## src/drgb_pkg.sv

```systemverilog
`timescale 1ns / 1ps
// ---------------------------------------------------------------------------
// Decibel RGB pixel scaler package
// Shared types, register indexes and pipeline stage positions.
// ---------------------------------------------------------------------------
package drgb_pkg;

	// Default number of fraction bits of the internal dB values.
	localparam int DB_FRAC_BITS_DEF = 8;

	// 10*log10(2) with 28 fraction bits.
	localparam logic [29:0] TEN_LOG10_TWO = 30'd808071242;

	// Configuration register indexes.
	localparam logic [2:0] REG_BLUE_MIN  = 3'd0;
	localparam logic [2:0] REG_BLUE_MAX  = 3'd1;
	localparam logic [2:0] REG_GREEN_MIN = 3'd2;
	localparam logic [2:0] REG_GREEN_MAX = 3'd3;
	localparam logic [2:0] REG_RED_MIN   = 3'd4;
	localparam logic [2:0] REG_RED_MAX   = 3'd5;
	localparam logic [2:0] REG_NOISE     = 3'd6;

	localparam logic [15:0] LIM_MIN_RST = 16'hE200;
	localparam logic [15:0] LIM_MAX_RST = 16'h0000;
	localparam logic [30:0] NOISE_RST   = 31'h322BCC77;

	// Lane stage positions.
	localparam int SQ_STEPS    = 24;
	localparam int DIV_STEPS   = 8;
	localparam int ST_MAG      = 0;
	localparam int ST_NORM     = 1;
	localparam int ST_SQ       = 2;
	localparam int ST_ABS      = ST_SQ + SQ_STEPS;
	localparam int ST_MUL      = ST_ABS + 1;
	localparam int ST_DB       = ST_MUL + 1;
	localparam int ST_NUM      = ST_DB + 1;
	localparam int ST_DIV      = ST_NUM + 1;
	localparam int LANE_STAGES = ST_DIV + DIV_STEPS;

	typedef struct packed {
		logic [31:0] blue_sample;
		logic [31:0] green_sample;
		logic [31:0] red_sample;
		logic        pixel_valid;
	} pixel_t;

	typedef struct packed {
		logic [7:0] blue_byte;
		logic [7:0] green_byte;
		logic [7:0] red_byte;
	} result_t;

	// Display window shared by the lanes.
	typedef struct packed {
		logic signed [15:0] lo;
		logic signed [15:0] hi;
		logic        [16:0] span;
		logic               ok;
	} window_t;

endpackage

```

## src/drgb_window.sv

```systemverilog
`timescale 1ns / 1ps
// ---------------------------------------------------------------------------
// Window builder
// Finds the least and greatest of the six channel limits and registers them.
// ---------------------------------------------------------------------------
module drgb_window import drgb_pkg::*; (
	input  logic               clk,
	input  logic signed [15:0] lims [0:5],
	output window_t            win
);

	logic signed [15:0] lo;
	logic signed [15:0] hi;
	logic        [16:0] span;

	// Minimum and maximum over the six limits.
	always_comb begin
		lo = lims[0];
		hi = lims[0];
		for (int i = 1; i < 6; i++) begin
			if (lims[i] < lo) lo = lims[i];
			if (lims[i] > hi) hi = lims[i];
		end
		span = 17'({hi[15], hi} - {lo[15], lo});
	end

	always_ff @(posedge clk) begin
		win.lo   <= lo;
		win.hi   <= hi;
		win.span <= span;
		win.ok   <= hi > lo;
	end

endmodule

```

## config.mk

```make
export PLATFORM = sky130hd
export DESIGN_NAME = drgb_window
export DESIGN_NICKNAME = d
export VERILOG_FILES = /design/src/drgb_pkg.sv /design/src/drgb_window.sv
export SDC_FILE = /design/constraint.sdc
export NUM_CORES = 1
export LEC_CHECK = 0
export ABC_AREA = 1
export BUFFER_PORTS_ARGS = -buffer_cell sky130_fd_sc_hd__buf_2
export CORE_MARGIN = 5
export CORE_UTILIZATION = 55
export CTS_CLUSTER_SIZE = 28
export DETAILED_ROUTE_END_ITERATION = 10
export PLACE_DENSITY = 0.77
export SYNTH_ARGS = -nofsm -noshare
export SYNTH_HDL_FRONTEND = slang
export SYNTH_SLANG_ARGS = --single-unit
```

## constraint.sdc

```tcl
create_clock -name clk -period 15.6 [get_ports clk]
set_input_delay 2.34 -clock clk [delete_from_list [all_inputs] [get_ports clk]]
set_output_delay 2.34 -clock clk [all_outputs]
set_load 0.02 [all_outputs]
```

== Word level (Yosys, flattened, before mapping) ==
Cells that the tools add are included.

* Register bits after elaboration: 50
* Input bits: 97
* Output and inout port bits: 50

* Add/subtract/negate cells: 1
* $lt $le $gt $ge: 11
* Muxes and demuxes: 10

{| class="wikitable"
|+ Operators with widths
! cell !! number
|-
| 16-bit 2-to-1 mux || 10
|-
| 16-bit > comparator || 6
|-
| 16-bit less-than comparator || 5
|-
| 16-bit by 16-bit subtractor with 17-bit output || 1
|}

== Logic depth before layout (Yosys ltp) ==
* Word-level depth: 11
* Mapped depth: 92
* Depth with buffers taken out: 87

== Least setup slack after synthesis ==
No wires, ideal clock.

* Kind: in2reg
* From: input lims[95] in the netlist's numbering
* To: register win[15] in the netlist's numbering
* Arrival time: 12680 ps
* Path slack: 2793 ps
* Cell stages on the path: 72
* Cell sequence: inv_1 > ha_1 > nand2_1 > o21bai_1 > nand2_1 > a21oi_2 > nand3_1 > nand2_4 > inv_6 > nand2_4 > buf_2 > clkbuf_1 > nand2_1 > o21ai_0 > ha_1 > nand2_1 > inv_1 > nand3_1 > [... 36 more ...] > o221a_2 > o221a_2 > o21ai_0 > nand2_1 > clkinv_1 > clkbuf_1 > nand2_1 > nand2_1 > fa_1 > nand3_1 > nand2_1 > a221oi_1 > inv_1 > a221oi_1 > inv_1 > a21oi_1 > o21ai_0 > xor2_1

* Word-level cells in the longest chain between the ends: 11

{| class="wikitable"
|+ RTL lines
! element !! RTL line !! text
|-
| from (decl) || drgb_window.sv:8 || <nowiki>input logic signed [15:0] lims [0:5],</nowiki>
|-
| 16-bit > comparator || drgb_window.sv:22 || <nowiki>if (lims[i] > hi) hi = lims[i];</nowiki>
|-
| 16-bit 2-to-1 mux (*) || drgb_window.sv:22 ||
|-
| 16-bit > comparator || drgb_window.sv:22 ||
|-
| 16-bit 2-to-1 mux (*) || drgb_window.sv:22 ||
|-
| 16-bit > comparator || drgb_window.sv:22 ||
|-
| 16-bit 2-to-1 mux (*) || drgb_window.sv:22 ||
|-
| 16-bit > comparator || drgb_window.sv:22 ||
|-
| 16-bit 2-to-1 mux (*) || drgb_window.sv:22 ||
|-
| 16-bit > comparator || drgb_window.sv:22 ||
|-
| 16-bit 2-to-1 mux (*) || drgb_window.sv:22 ||
|-
| net hi[1] || drgb_window.sv:13 || <nowiki>logic signed [15:0] hi;</nowiki>
|-
| 16-bit by 16-bit subtractor with 17-bit output (*) || drgb_window.sv:24 || <nowiki>span = 17'({hi[15], hi} - {lo[15], lo});</nowiki>
|-
| net span[14] || drgb_window.sv:14 || <nowiki>logic [16:0] span;</nowiki>
|-
| to (decl) || drgb_window.sv:9 || <nowiki>output window_t win</nowiki>
|}

The timed path passes the listed nets; every way through them passes the cells marked *.

== Worst setup path in the final report ==
* From: input lims[85] in the netlist's numbering
* To: register win[0] in the netlist's numbering

* Word-level cells in the longest chain between the ends: 11

{| class="wikitable"
|+ RTL lines
! element !! RTL line !! text
|-
| 16-bit > comparator || drgb_window.sv:22 ||
|-
| 16-bit 2-to-1 mux (*) || drgb_window.sv:22 ||
|-
| 16-bit > comparator || drgb_window.sv:22 ||
|-
| 16-bit 2-to-1 mux (*) || drgb_window.sv:22 ||
|-
| 16-bit > comparator || drgb_window.sv:22 ||
|-
| 16-bit 2-to-1 mux (*) || drgb_window.sv:22 ||
|-
| 16-bit > comparator || drgb_window.sv:22 ||
|-
| 16-bit 2-to-1 mux (*) || drgb_window.sv:22 ||
|-
| 16-bit > comparator || drgb_window.sv:22 ||
|-
| 16-bit 2-to-1 mux (*) || drgb_window.sv:22 ||
|-
| net hi[2] || drgb_window.sv:13 ||
|-
| 16-bit > comparator (*) || drgb_window.sv:31 || <nowiki>win.ok <= hi > lo;</nowiki>
|}

Marked as above.

==> metrics.txt <==
Synth async-reset ratio=0%; Non-Filler Instances=around 1500; Final Routed Wirelength=21.1 mm; FMAX=70.1 MHz; Rows=42; Min-Delay Startpoint=lims[0]; area growth from synthesis to layout=13.9%; Core Region=between 10000 and 15000 µm²; initial antenna violation count=0; period utilization=about nine tenths; Min Clock Period, post-route=14.27 ns; syn_nets=1407; placed cell count=~1500; vias per inst=approximately 5.4; largest net degree at the start of global routing=33; CP Max Fanout=32; setup_tns=0 ns; Inserted Diodes=0; I/O Pins=roughly 150; H-tree Lvls=2; Top Registers=win x50; Die ar.=between 15000 and 20000 µm²; status=finished clean; critical path endpoint category=flop; Post-Syn Area=about 7400 µm²; predominant post-synthesis flop cell=dfxtp_1; Crit path top cell by count=nand2_1; clock buffer depth=2; Die Wd=~130 µm; Final Instance Area=about 8400 µm²; vias in the first global route=approximately 7400; grt ovf=0; Initial Util=55.8%; Starting DRT DRC Count=428; TritonCTS Sinks=50; Max-Cap Viols=0; Synth top cells by count=352 x nand2_1, 151 x ha_1, 122 x nand3_1; Worst path slowest cell=a2111oi_0; Port-buffer cells=between 100 and 150; nets=between 1500 and 2000; Post-synth EDFFs=0; Final Max Slew Viols=0; Layout fillers=~1300; Yosys reg bits=50; crit-path max cell delay=around 0.56 ns; Synth Instances=1158; cell with the most instances after synthesis=nand2_1; GRT Overall Usage=between 20% and 30%; Reg with most FFs=win; share of layout cells above drive strength 1=between 10% and 20%; max_slew headroom=between 50% and 60%; Clk pin slew, worst setup/hold paths=approximately 0.060 ns; CP startpoint=lims[85]; first-pass GRT wire length=~35 mm; Synth Area per Inst=6.35 µm²; Cell variety after synth=46; Area after DPL=8200 µm²; max FFs per register=50; worst-margin pin slew=just over 0.7 ns; Detail Route Antenna Nets=0; Ys Warns=0; Crit Path Class=input pin to flop; CTS buffer count=5; vias after detailed routing=between 7000 and 8000; Die H=around 130 µm; cell taking the most area after synthesis=ha_1; CTS root buf=clkbuf_16; HP Class=input pin to flop; CTS tree=built; Crit path arrival time=around 14 ns; TritonRoute pass-1 iters=5; sequential-to-total area share from yosys stat=between 10% and 20%; DP HPWL=between 15 and 20 mm; RSZ-0062 raised after global routing=no; routed len/inst=approximately 15 µm; post-synth top area share=~26%; Residual DRC=0; largest cells by area after synthesis=ha_1 26%, nand2_1 18%, dfxtp_1 14%; Hold Vio Cnt, Final=0; Final Wtd Congestion=a little over 0.9; CP required=15.81 ns; Final setup viols=0; CP Launch Type=input pin
[routing by layer]
| layer | GRT usage [%] | vias to the layer above | part of all wire, % |
|---|---|---|---|
| met4 | 10.2 | 0 | 3.7 |
| li1 | - | 4193 | - |
| met5 | 0 | - | 0 |
| met2 | 49.1 | 231 | 49 |
| met3 | 3.34 | 39 | 5.7 |
| met1 | 30.3 | 3449 | 41 |
[path summary, 6_finish.rpt]
| kind | cells after the start | end |
|---|---|---|
| worst max-delay path | 71 | win[0] |
| worst min-delay path | 3 | win[18] |
[placed cells by master, fill, tap and decap left out, types with 10 or more instances in the layout]
cell and count:
inv_1 114, nand2_2 13, buf_2 146, o21ai_0 109
nand2_1 350, dfxtp_1 50, ha_1 151, nand3_1 122
nand4_1 30, xor2_1 14, a211oi_1 10, nor2_1 37
a21oi_1 52
[worst max-delay path: cells and delay by family]
kind	cells	cell delay (ns)
AND/OR/NAND/NOR	36	4.45
buffers and inverters	6	0.75
adder cells (fa/ha/maj)	6	1.87
AO/OA/AOI/OAI	23	4.99
[per-stage QoR]
step | setup WS [ns] | utilization (%) | hold slack (ns)
3_3_place_gp | 0.979 | 62.2 | 2.59
6_report | 1.33 | 63.5 | 2.31
3_5_place_dp | 0.757 | 62.2 | 2.60
5_1_grt | 0.0311 | 63.5 | 2.31
2_1_floorplan | 2.79 | - | 2.45
4_1_cts | 0.998 | 63.5 | 2.30
[logic make-up (layout without fill, tap and decap cells)]
family	after synthesis	count (layout)	share of synthesized area, %
simple gates	579	579	34.7
fa+ha+maj	152	152	26.0
buf+inv	159	283	8.50
flops	50	50	13.6
compound gates	203	203	15.5
xor+xnor	15	15	1.79
[final cells by class]
type / instances / area, µm² / area share [%]
repair buffers: 155 / 798 / 9.53
well taps: 176 / 220 / 2.63
flip-flops and latches: 50 / 1000 / 11.9
clock inverters: 3 / 43.8 / 0.523
multi-input cells: 949 / 5740 / 68.4
inverters: 120 / 455 / 5.44
clock buffers: 5 / 125 / 1.49
[what timing repair did]
action | CTS | global route
endpoints found under the setup margin | 0 | 8
setup buffers | 0 | 0
resized for setup | 0 | 4
hold buffers | 0 | 0
endpoints found under the hold margin | 0 | 0
Power is not shown: default switching activity piles up to over one toggle a cycle in this logic, so the estimate is an artifact.
