--- src/drgb_pkg.sv ---
`timescale 1ns / 1ps
// ---------------------------------------------------------------------------
// Decibel RGB pixel scaler package
// Shared types, register indexes and pipeline stage positions.
// ---------------------------------------------------------------------------
package drgb_pkg;

	// Default number of fraction bits of the internal dB values.
	localparam int DB_FRAC_BITS_DEF = 8;

	// 10*log10(2) with 28 fraction bits.
	localparam logic [29:0] TEN_LOG10_TWO = 30'd808071242;

	// Configuration register indexes.
	localparam logic [2:0] REG_BLUE_MIN  = 3'd0;
	localparam logic [2:0] REG_BLUE_MAX  = 3'd1;
	localparam logic [2:0] REG_GREEN_MIN = 3'd2;
	localparam logic [2:0] REG_GREEN_MAX = 3'd3;
	localparam logic [2:0] REG_RED_MIN   = 3'd4;
	localparam logic [2:0] REG_RED_MAX   = 3'd5;
	localparam logic [2:0] REG_NOISE     = 3'd6;

	localparam logic [15:0] LIM_MIN_RST = 16'hE200;
	localparam logic [15:0] LIM_MAX_RST = 16'h0000;
	localparam logic [30:0] NOISE_RST   = 31'h322BCC77;

	// Lane stage positions.
	localparam int SQ_STEPS    = 24;
	localparam int DIV_STEPS   = 8;
	localparam int ST_MAG      = 0;
	localparam int ST_NORM     = 1;
	localparam int ST_SQ       = 2;
	localparam int ST_ABS      = ST_SQ + SQ_STEPS;
	localparam int ST_MUL      = ST_ABS + 1;
	localparam int ST_DB       = ST_MUL + 1;
	localparam int ST_NUM      = ST_DB + 1;
	localparam int ST_DIV      = ST_NUM + 1;
	localparam int LANE_STAGES = ST_DIV + DIV_STEPS;

	typedef struct packed {
		logic [31:0] blue_sample;
		logic [31:0] green_sample;
		logic [31:0] red_sample;
		logic        pixel_valid;
	} pixel_t;

	typedef struct packed {
		logic [7:0] blue_byte;
		logic [7:0] green_byte;
		logic [7:0] red_byte;
	} result_t;

	// Display window shared by the lanes.
	typedef struct packed {
		logic signed [15:0] lo;
		logic signed [15:0] hi;
		logic        [16:0] span;
		logic               ok;
	} window_t;

endpackage

--- src/drgb_merge.sv ---
`timescale 1ns / 1ps
// ---------------------------------------------------------------------------
// Result merge
// Joins the three lane bytes into one result and holds it for the receiver.
// ---------------------------------------------------------------------------
module drgb_merge import drgb_pkg::*; (
	input  logic       clk,
	input  logic       arst_n,
	input  logic       load,
	input  logic       vld,
	input  logic       win_ok,
	input  logic [7:0] blue,
	input  logic [7:0] green,
	input  logic [7:0] red,
	output logic       res_valid,
	output result_t    res
);

	// Output register; an empty window blacks out the pixel.
	always_ff @(posedge clk or negedge arst_n) begin
		if (!arst_n) begin
			res_valid <= 1'b0;
		end else if (load) begin
			res_valid <= vld;
		end
	end

	always_ff @(posedge clk) begin
		if (load) begin
			res.blue_byte  <= win_ok ? blue  : 8'd0;
			res.green_byte <= win_ok ? green : 8'd0;
			res.red_byte   <= win_ok ? red   : 8'd0;
		end
	end

endmodule

--- config.mk ---
export PLATFORM = sky130hd
export DESIGN_NAME = drgb_merge
export DESIGN_NICKNAME = d
export VERILOG_FILES = /design/src/drgb_pkg.sv /design/src/drgb_merge.sv
export SDC_FILE = /design/constraint.sdc
export NUM_CORES = 1
export LEC_CHECK = 0
export BUFFER_PORTS_ARGS = -buffer_cell sky130_fd_sc_hd__buf_2
export CORE_ASPECT_RATIO = 0.8
export CORE_MARGIN = 1
export CORE_UTILIZATION = 31
export CTS_BUF_LIST = sky130_fd_sc_hd__clkbuf_8
export CTS_CLUSTER_SIZE = 8
export DETAILED_ROUTE_END_ITERATION = 7
export MAX_ROUTING_LAYER = met4
export SLEW_MARGIN = 20
export SYNTH_ARGS = -nofsm -noshare
export SYNTH_HDL_FRONTEND = slang
export SYNTH_SLANG_ARGS = --single-unit
--- constraint.sdc ---
create_clock -name clk -period 0.8 [get_ports clk]
set_clock_uncertainty 0.05 [all_clocks]
set_input_delay 0.04 -clock clk [delete_from_list [all_inputs] [get_ports clk]]
set_output_delay 0.04 -clock clk [all_outputs]
set_load 0.01 [all_outputs]
## Word level (Yosys, flattened, before mapping)

Cells that the tools add are included.
W data, S select, Z words.

| storage, ports and cells | value |
|---|---|
| register bits after elaboration | 25 |
| bits of input ports | 29 |

## Logic depth before layout (Yosys ltp)

Gate-level depths: netlist of the first run.

| logic depth | value |
|---|---|
| depth after elaboration | 0 |
| depth in mapped cells | 2 |
| depth with buffers taken out | 1 |

## Least setup slack after synthesis of the first run

No wires, ideal clock.

| path | value |
|---|---|
| path type | reg-to-reg |
| start | register res_valid (netlist name) |
| end | register res_valid |
| library setup time | 0.125 ns |
| data arrival time | 0.645 ns |
| required time | 0.625 ns |
| setup slack | -0.019 ns |
| stages on the path, launching flop included | 2 |
| path buffers | 0 |
| path through | dfrtp_1 > mux2_2 |

RTL lines:

| item | RTL line | text |
|---|---|---|
| end signal: assignment | drgb_merge.sv:24 | `res_valid <= vld;` |
| end: declaration | drgb_merge.sv:15 | `output logic res_valid,` |

## Final worst setup path of the first run

| path | value |
|---|---|
| start | register res[15] (netlist bit) |
| end | output port res[15] (netlist bit) |

RTL lines:

| item | RTL line | text |
|---|---|---|
| start: declaration | drgb_merge.sv:16 | `output result_t res` |

No word-level cell between the ends.

==> summary.md, run 1 <==
| Metric | Value |
|---|---|
| CP max FO | 1 |
| Yosys reg bits | 25 |
| Fillers | between 200 and 300 |
| Final Cycle Share | 113% |
| Max clock buf depth | 2 |
| Slew Limit Headroom | approximately four fifths |
| Pre-antenna DRT Iters | 3 |
| Syn_area_per_cell | 18.3 um^2 |
| DRT antenna net count | 0 |
| IO buf count | 53 |
| Clock share of power | 27.0% |
| Crit-path cells | buf_2 |
| NetSw | 0.536 mW |
| Clk slew on worst S/H paths | 0.08 ns |
| Clock buffer count from CTS | 3 |
| Die Ht | between 50 and 60 um |
| Routed WL | 1.62 mm |
| Total Routing Usage GR | between 10 and 15% |
| Final Setup Violations | 25 |
| Most frequent cells in the layout | buf_2, edfxtp_1, and2_2 |
| Routing usage on met1 | 11.4% |
| Critical Path Source Type | register |
| Post-synth top area share | 75.7% |
| Placer Congestion | 0.629 |
| Internal power | about 2.1 mW |
| YS warnings | 0 |
| Worst hold start | vld |
| Yosys top cell by area | edfxtp_1 |
| Die W | ~64 um |
| Synth top area cells | edfxtp_1, and2_2, and2_1, dfrtp_1, buf_6 |
| # IOs | 54 |
| Static leakage | roughly 0.58 nW |
| Met3 GRT Util | around 4.2% |
| Total chip power | 2.60 mW |
| GRT overflow | 0 |
| PnR worst setup slack | -0.107 ns |
| Worst min-delay path category | in2reg |
| WL per Instance | ~11 um |
| Initial antenna violation count | 0 |
| Sink Count | 25 |
| Final hold vios | 1 |
| Max stage delay cell, worst path | edfxtp_1 |
| Most common cell after layout, fill and taps aside | buf_2 |
| CTS Hold Bufs | 1 |
| Full die area | 3300 um^2 |
| Reg area | 746 um^2 |
| Buf/Inv on CP | 1 |
| Initial detailed-routing violation count | 11 |
| Vias | 590 |
| Mapped Cells | 52 |
| Largest stage delay on the critical path | 0.40 ns |
| Flop pwr share | about three fifths |
| # resized after CTS | 0 |
| Crit end category | output port |
| Final net count | 140 |
| First-pass GRT wire length | 2.57 mm |
| Slew Limit Fails | 0 |
| Via density | 3.99 |
| Clk_lat worst skew | around 0.26 ns |
| Max cap viols | 0 |
| Seq/Total Area, Yosys | between 70 and 80% |
| Combinational Power Share | 12.5% |
| Worst Tran Pin Value | 0.305 ns |
| R2R Path Start | res_valid |
| Mapped cell area | about 950 um^2 |
| Vias in the first global route | 606 |
| Sw frac | 20.6% |
| DP Cell Count | between 100 and 150 |
| CP Launch Point | res[15] |
| Unique masters post-synth | 6 |
| RSZ-0062 raised after global routing | true |
| Fraction of layout cells with a size suffix above 1 | 70.0% |
| Total power divided by cell area | about 2000 nW/um^2 |
| Hold slack | -0.0452 ns |
| CTS tree | yes |
| Min Tclk post-route | 0.907 ns |
| Worst slack at placement | 0.0129 ns |
| Worst Setup EP | res[15] |
| CP delay by family, top | flip-flops |
| DRC Markers | 0 |
| Largest net degree at the start of global routing | 25 |
| Rows | 17 |
| Worst vdd ir | around 850 uV |
| Failing checks | hold timing, setup timing |
| Layout area overhead | 39.2% |
| Initial core utilization | ~34% |
| Core area | between 2000 and 3000 um^2 |
| CP required | 0.71 ns |
| CP arrival | around 0.8 ns |
| Reg-to-Reg End | res_valid |
| Setup Total Neg Slack | -1.39 ns |
| Final Non-Filler Cells | about 150 |
| GRT busiest layer | met2 |
| ANT cells | 0 |
| Crit path depth | 1 |
| Fmax | 1.10 GHz |
| Worst r2r path cells | 1 |
| R2R Setup Slk | 0.01 ns |
| Crit path kind | reg2out |
| Syn_nets | a little over 80 |
| Met2 Use GR | roughly a fifth |
| H-tree Lvls | 1 |
| CTS Root Cell | clkbuf_8 |
| Outcome | finished with violations |
| # Post-CTS Setup Buffers | 0 |
| Area of the multi-input gates | ~180 um^2 |
==> cell usage after synthesis <==
| library cell | count |
|---|---|
| dfrtp_1 | 1 |
| and2_1 | 6 |
| edfxtp_1 | 24 |
| mux2_2 | 1 |
| and2_2 | 18 |
| buf_6 | 2 |
==> registers in the layout, summed over array words and instances, names as in the netlist <==
register   count
res           24
res_valid      1
==> through the flow <==
| stage | cell area, um^2 | utilization, % |
|---|---|---|
| 4_1_cts | 1330 | 46.8 |
| 3_3_place_gp | 1270 | 44.9 |
| 2_1_floorplan | 952 | - |
| 6_report | 1330 | 46.8 |
| 5_1_grt | 1330 | 46.8 |
| 3_5_place_dp | 1270 | 44.9 |
==> power by group through the flow <==
stage	Combinational (mW)	Sequential (mW)	Clock, mW
final	0.326	1.57	0.702
after global routing	0.359	1.58	0.776
after CTS	0.332	1.57	0.734
after detailed placement	0.328	1.60	0
after global placement	0.322	1.60	0
after floorplan	0.0696	1.66	0
==> how the worst min path moves through the flow <==
stage / end / slack [ns] / cells past startpoint
global route: res_valid / -0.05 / 2
global placement: res_valid / -0.24 / 1
finish: res_valid / -0.05 / 2
floorplan: res_valid / -0.31 / 0
CTS: res_valid / -0.05 / 2
detailed placement: res_valid / -0.23 / 1
==> metal layers <==
layer	up-vias	routed length (um)
met5	-	0
met4	0	0
met3	0	129
met2	33	830
met1	262	656
li1	295	-
==> logic make-up (layout without fill, tap and decap cells) <==
kind of cell | count (synthesis) | after routing | share of synthesized area, %
simple gates | 24 | 24 | 18.1
buf+inv | 2 | 60 | 2.37
mux | 1 | 1 | 1.18
flops | 25 | 25 | 78.3
==> layout make-up <==
| type | count | area share [%] |
|---|---|---|
| tap | 38 | 3.59 |
| clock buffer | 3 | 3.12 |
| sequential | 25 | 56.3 |
| clock inverter | 1 | 0.283 |
| multi-input combinational | 25 | 13.9 |
| timing repair buffer | 56 | 22.9 |
Power figures use the tool's default switching activity.
==> run 2: changes to the inputs <==
- PLACE_DENSITY: unset -> 0.64
==> summary.md, run 2 (synthesis gave the netlist of run 1 again) <==
| Metric | Value |
|---|---|
| Outcome | finished with violations |
| Failing checks | hold timing, setup timing |
| Min Tclk post-route | roughly 0.9 ns |
| Clk slew on worst S/H paths | roughly 0.090 ns |
| PnR worst setup slack | -0.0962 ns |
| Final Cycle Share | 112% |
| CTS tree | yes |
| DRC Markers | 0 |
| IO buf count | 53 |
| Max stage delay cell, worst path | edfxtp_1 |
| Final Setup Violations | 26 |
| Rows | 17 |
| Largest Register | res |
| CP max FO | 1 |
| DP Cell Count | 145 |
| Vias in the first global route | 623 |
| Max cap viols | 0 |
| Max reg flops | 24 |
| First-pass GRT wire length | between 2 and 3 mm |
| Hold slack | -0.0449 ns |
| Max clock buf depth | 2 |
| Final hold vios | 1 |
| CP arrival | slightly above 0.8 ns |
| Final Core Density | a little under half |
| Placer Congestion | roughly 0.63 |
| Routed WL | between 1.5 and 2 mm |
| Crit-path cells | buf_2 |
| Final Non-Filler Cells | 150 |
| RSZ-0062 raised after global routing | true |
| Clock buffer count from CTS | 3 |
| Most common cell after layout, fill and taps aside | buf_2 |
| Die W | roughly 64 um |
| Worst Tran Pin Value | slightly below 0.3 ns |
| Initial core utilization | roughly 34% |
| # resized after CTS | 0 |
| Critical Path Source Type | register |
| DRT antenna net count | 0 |
| Fmax | between 1 and 1.5 GHz |
| Setup Total Neg Slack | -1.64 ns |
| Largest stage delay on the critical path | about 0.39 ns |
| Crit path kind | reg2out |
| Biggest regs | res x24, res_valid x1 |
| Static leakage | between 0.5 and 0.6 nW |
| # IOs | 54 |
| Final net count | between 100 and 150 |
| Fraction of layout cells with a size suffix above 1 | around 70% |
| Layout area overhead | 42.1% |
| WL per Instance | approximately 12 um |
| CTS Hold Bufs | 1 |
| Worst slack at placement | 0.00314 ns |
| Total power divided by cell area | between 1500 and 2000 nW/um^2 |
| H-tree Lvls | 1 |
| Clk_lat worst skew | between 0.2 and 0.3 ns |
| Most frequent cells in the layout | buf_2, edfxtp_1, and2_2 |
| CP delay by family, top | flip-flops |
| Crit end category | output port |
| Total Routing Usage GR | around 11% |
| Initial antenna violation count | 0 |
| Slew Limit Headroom | between 80% and 90% |
| Initial detailed-routing violation count | 6 |
| GRT overflow | 0 |
| CTS Root Cell | clkbuf_8 |
| Core area | 2830 um^2 |
| Largest net degree at the start of global routing | 25 |
| Worst vdd ir | roughly 1000 uV |
| Pre-antenna DRT Iters | 4 |
| Via density | ~4.1 |
| Die Ht | 51.6 um |
| Vias | roughly 600 |
| Buf/Inv on CP | 1 |
| Worst min-delay path category | in2reg |
| Slew Limit Fails | 0 |
| Full die area | between 3000 and 4000 um^2 |
| CP required | 0.71 ns |
| # Post-CTS Setup Buffers | 0 |
| Fillers | roughly 280 |
| Sink Count | 25 |
| ANT cells | 0 |
## run 2: cell types whose count changed in the layout (fill, tap and decap cells not counted), sizes merged
cell and change:
buf +2
## run 2: layout make-up
cell class / instances / area, um^2 / share of cell area, %
clock inverter: 1 / 3.75 / 0.278
timing repair buffer: 58 / 330 / 24.4
multi-input combinational: 25 / 184 / 13.6
tap: 38 / 47.5 / 3.52
sequential: 25 / 746 / 55.1
clock buffer: 3 / 41.3 / 3.05
## run 2: power breakdown
part           internal (mW)  switching (mW)  leakage, nW
Combinational          0.184           0.157        0.322
Sequential              1.55          0.0252        0.243
Clock                  0.343           0.385       0.0269
Total                   2.07           0.568        0.592
## run 2: per-stage QoR
| step | instance area (um^2) | total power, mW |
|---|---|---|
| floorplan | 952 | 1.73 |
| global placement | 1300 | 1.93 |
| detailed placement | 1300 | 1.95 |
| CTS | 1350 | 2.67 |
| global route | 1350 | 2.75 |
| finish | 1350 | 2.64 |
## run 2: repair_timing
action                                  in CTS  in global routing
endpoints found under the setup margin      26                 26
endpoints found under the hold margin        2                  1
gates cloned                                 0                  0
## run 2: path summary, 6_finish.rpt
check / from / end / slack [ns] / cells past startpoint
max: res[15] / res[15] / -0.1 / 1
min: vld / res_valid / -0.04 / 2
max reg2reg: res_valid / res_valid / 0 / 1
min reg2reg: res_valid / res_valid / 0.48 / 1
max in group asynchronous: arst_n / res_valid / 0.59 / 2
min in group asynchronous: arst_n / res_valid / 0.02 / 2
## run 2: layer usage
| layer | vias to the layer above | share of wire [%] | GRT usage, % |
|---|---|---|---|
| li1 | 300 | - | - |
| met2 | 30 | 52 | 19.5 |
| met4 | 0 | 0.63 | 6.82 |
| met3 | 2 | 7.6 | 2.85 |
| met1 | 279 | 40 | 12.1 |
| met5 | - | 0 | - |
==> run 3: changes to the inputs <==
- CORE_ASPECT_RATIO: 0.8 -> 1.75
- CTS_CLUSTER_SIZE: 8 -> 10
==> summary.md, run 3 (synthesis gave the netlist of run 1 again) <==
| Metric | Value |
|---|---|
| Outcome | finished with violations |
| Failing checks | DRC, hold timing, setup timing |
| Initial detailed-routing violation count | 27 |
| Largest net degree at the start of global routing | 25 |
| Sw frac | between 20% and 30% |
| RSZ-0062 raised after global routing | true |
| # IOs | 54 |
| Fmax | between 1 and 1.5 GHz |
| Die Ht | between 70 and 80 um |
| R2R Path Start | res_valid |
| Worst vdd ir | around 700 uV |
| Routed WL | ~1.7 mm |
| Final Core Density | 44.6% |
| Sink Count | 25 |
| Combinational Power Share | approximately an eighth |
| Rows | 26 |
| Fillers | 283 |
| Final hold vios | 1 |
| CTS Hold Bufs | 1 |
| Worst Tran Pin Value | around 0.29 ns |
| H-tree Lvls | 1 |
| Reg-to-Reg End | res_valid |
| NetSw | about 0.53 mW |
| PnR worst setup slack | -0.0866 ns |
| CTS Root Cell | clkbuf_8 |
| Slew Limit Fails | 0 |
| Total chip power | roughly 2.6 mW |
| CP required | approximately 0.7 ns |
| Clock share of power | between 20% and 30% |
| Largest Register | res |
| Max reg flops | 24 |
| DRC Markers | 1 |
| Max clock buf depth | 2 |
| Vias in the first global route | 537 |
| Initial core utilization | 32.5% |
| Crit-path cells | buf_2 |
| DP Cell Count | about 130 |
| R2R Setup Slk | -0.02 ns |
| Clk_lat worst skew | 0.26 ns |
| GRT overflow | 0 |
| Final Setup Violations | 26 |
| Total power divided by cell area | approximately 2000 nW/um^2 |
| Worst hold start | vld |
| Fraction of layout cells with a size suffix above 1 | between 60 and 70% |
| Core area | around 2900 um^2 |
| Worst min-delay path category | in2reg |
| Crit path kind | reg2out |
| Final Non-Filler Cells | 137 |
| Flop pwr share | between 60 and 70% |
| CP Launch Point | res[9] |
| Static leakage | 0.573 nW |
| CTS tree | yes |
| CP delay by family, top | flip-flops |
| ANT cells | 0 |
| # resized after CTS | 0 |
| Slew Limit Headroom | between 80% and 90% |
| Placer Congestion | around 0.7 |
| First-pass GRT wire length | between 2 and 2.5 mm |
| Worst slack at placement | -0.0119 ns |
| Final net count | about 140 |
| Min Tclk post-route | roughly 0.89 ns |
| Max cap viols | 0 |
| Layout area overhead | 37.1% |
| Vias | between 500 and 600 |
| Hold slack | -0.0226 ns |
| Initial antenna violation count | 0 |
| Biggest regs | res x24, res_valid x1 |
| Hold EP | res_valid |
| DRT antenna net count | 0 |
| Buf/Inv on CP | 1 |
| CP max FO | 1 |
| Pre-antenna DRT Iters | 8 |
| Full die area | 3310 um^2 |
| Final Cycle Share | 111% |
| Clk slew on worst S/H paths | approximately 0.080 ns |
| Worst r2r path cells | 1 |
| Internal power | approximately 2.1 mW |
| Total Routing Usage GR | just over 10% |
| Largest stage delay on the critical path | 0.39 ns |
| Via density | about 4.3 |
| Worst hold stages | 2 |
| Most common cell after layout, fill and taps aside | buf_2 |
| Clock buffer count from CTS | 3 |
| CP arrival | roughly 0.8 ns |
| # Post-CTS Setup Buffers | 0 |
| WL per Instance | between 10 and 15 um |
| Die W | roughly 44 um |
| Max stage delay cell, worst path | edfxtp_1 |
| IO buf count | 53 |
| Critical Path Source Type | register |
| Most frequent cells in the layout | buf_2, edfxtp_1, and2_2 |
| Crit end category | output port |
==> run 3: cell types whose count changed in the layout (fill, tap and decap cells not counted) <==
cell / before / now
buf_4: 2 / 0
buf_12: 2 / 1
==> run 3: layout make-up <==
cell class | count | area, um^2 | share of cell area [%]
Clock inverter | 1 | 3.75 | 0.288
Tap cell | 28 | 35.0 | 2.68
Sequential cell | 25 | 746 | 57.1
Multi-Input combinational cell | 25 | 184 | 14.1
Clock buffer | 3 | 41.3 | 3.16
Timing Repair Buffer | 55 | 295 | 22.6
==> run 3: what timing repair did <==
item                                   in CTS  in global routing
endpoints found under the hold margin       2                  1
setup endpoints to repair                  26                 26
pin swaps                                   0                  0
==> run 3: layer usage <==
metal  vias up  GRT usage (%)  routed length [um]
met5         -              -                   0
met4         0           6.06                  14
met3         2           1.90                 124
met2        25           16.6                 899
met1       266           11.2                 611
li1        293              -                   -
==> run 3: worst max-delay path by stage <==
stage / cells past startpoint / endpoint / slack, ns
after floorplan: 1 / res_valid / -0.02
after global placement: 1 / res_valid / 0.03
after detailed placement: 1 / res_valid / -0.01
after CTS: 1 / res[9] / -0.09
after global routing: 1 / res[9] / -0.13
final: 1 / res[9] / -0.09
==> run 3: power by group through the flow <==
stage               Sequential (mW)  Combinational, mW  Clock (mW)
global placement               1.60              0.314           0
global route                   1.58              0.351       0.762
CTS                            1.57              0.327       0.712
finish                         1.57              0.321       0.696
detailed placement             1.60              0.323           0
floorplan                      1.66             0.0696           0
==> run 3: per-stage QoR <==
step                      instance area [um^2]  TNS (ns)
after floorplan                            952   -0.0194
after global placement                    1250         0
after detailed placement                  1250   -0.0119
after CTS                                 1310     -1.69
after global routing                      1310     -2.34
final                                     1310     -1.42
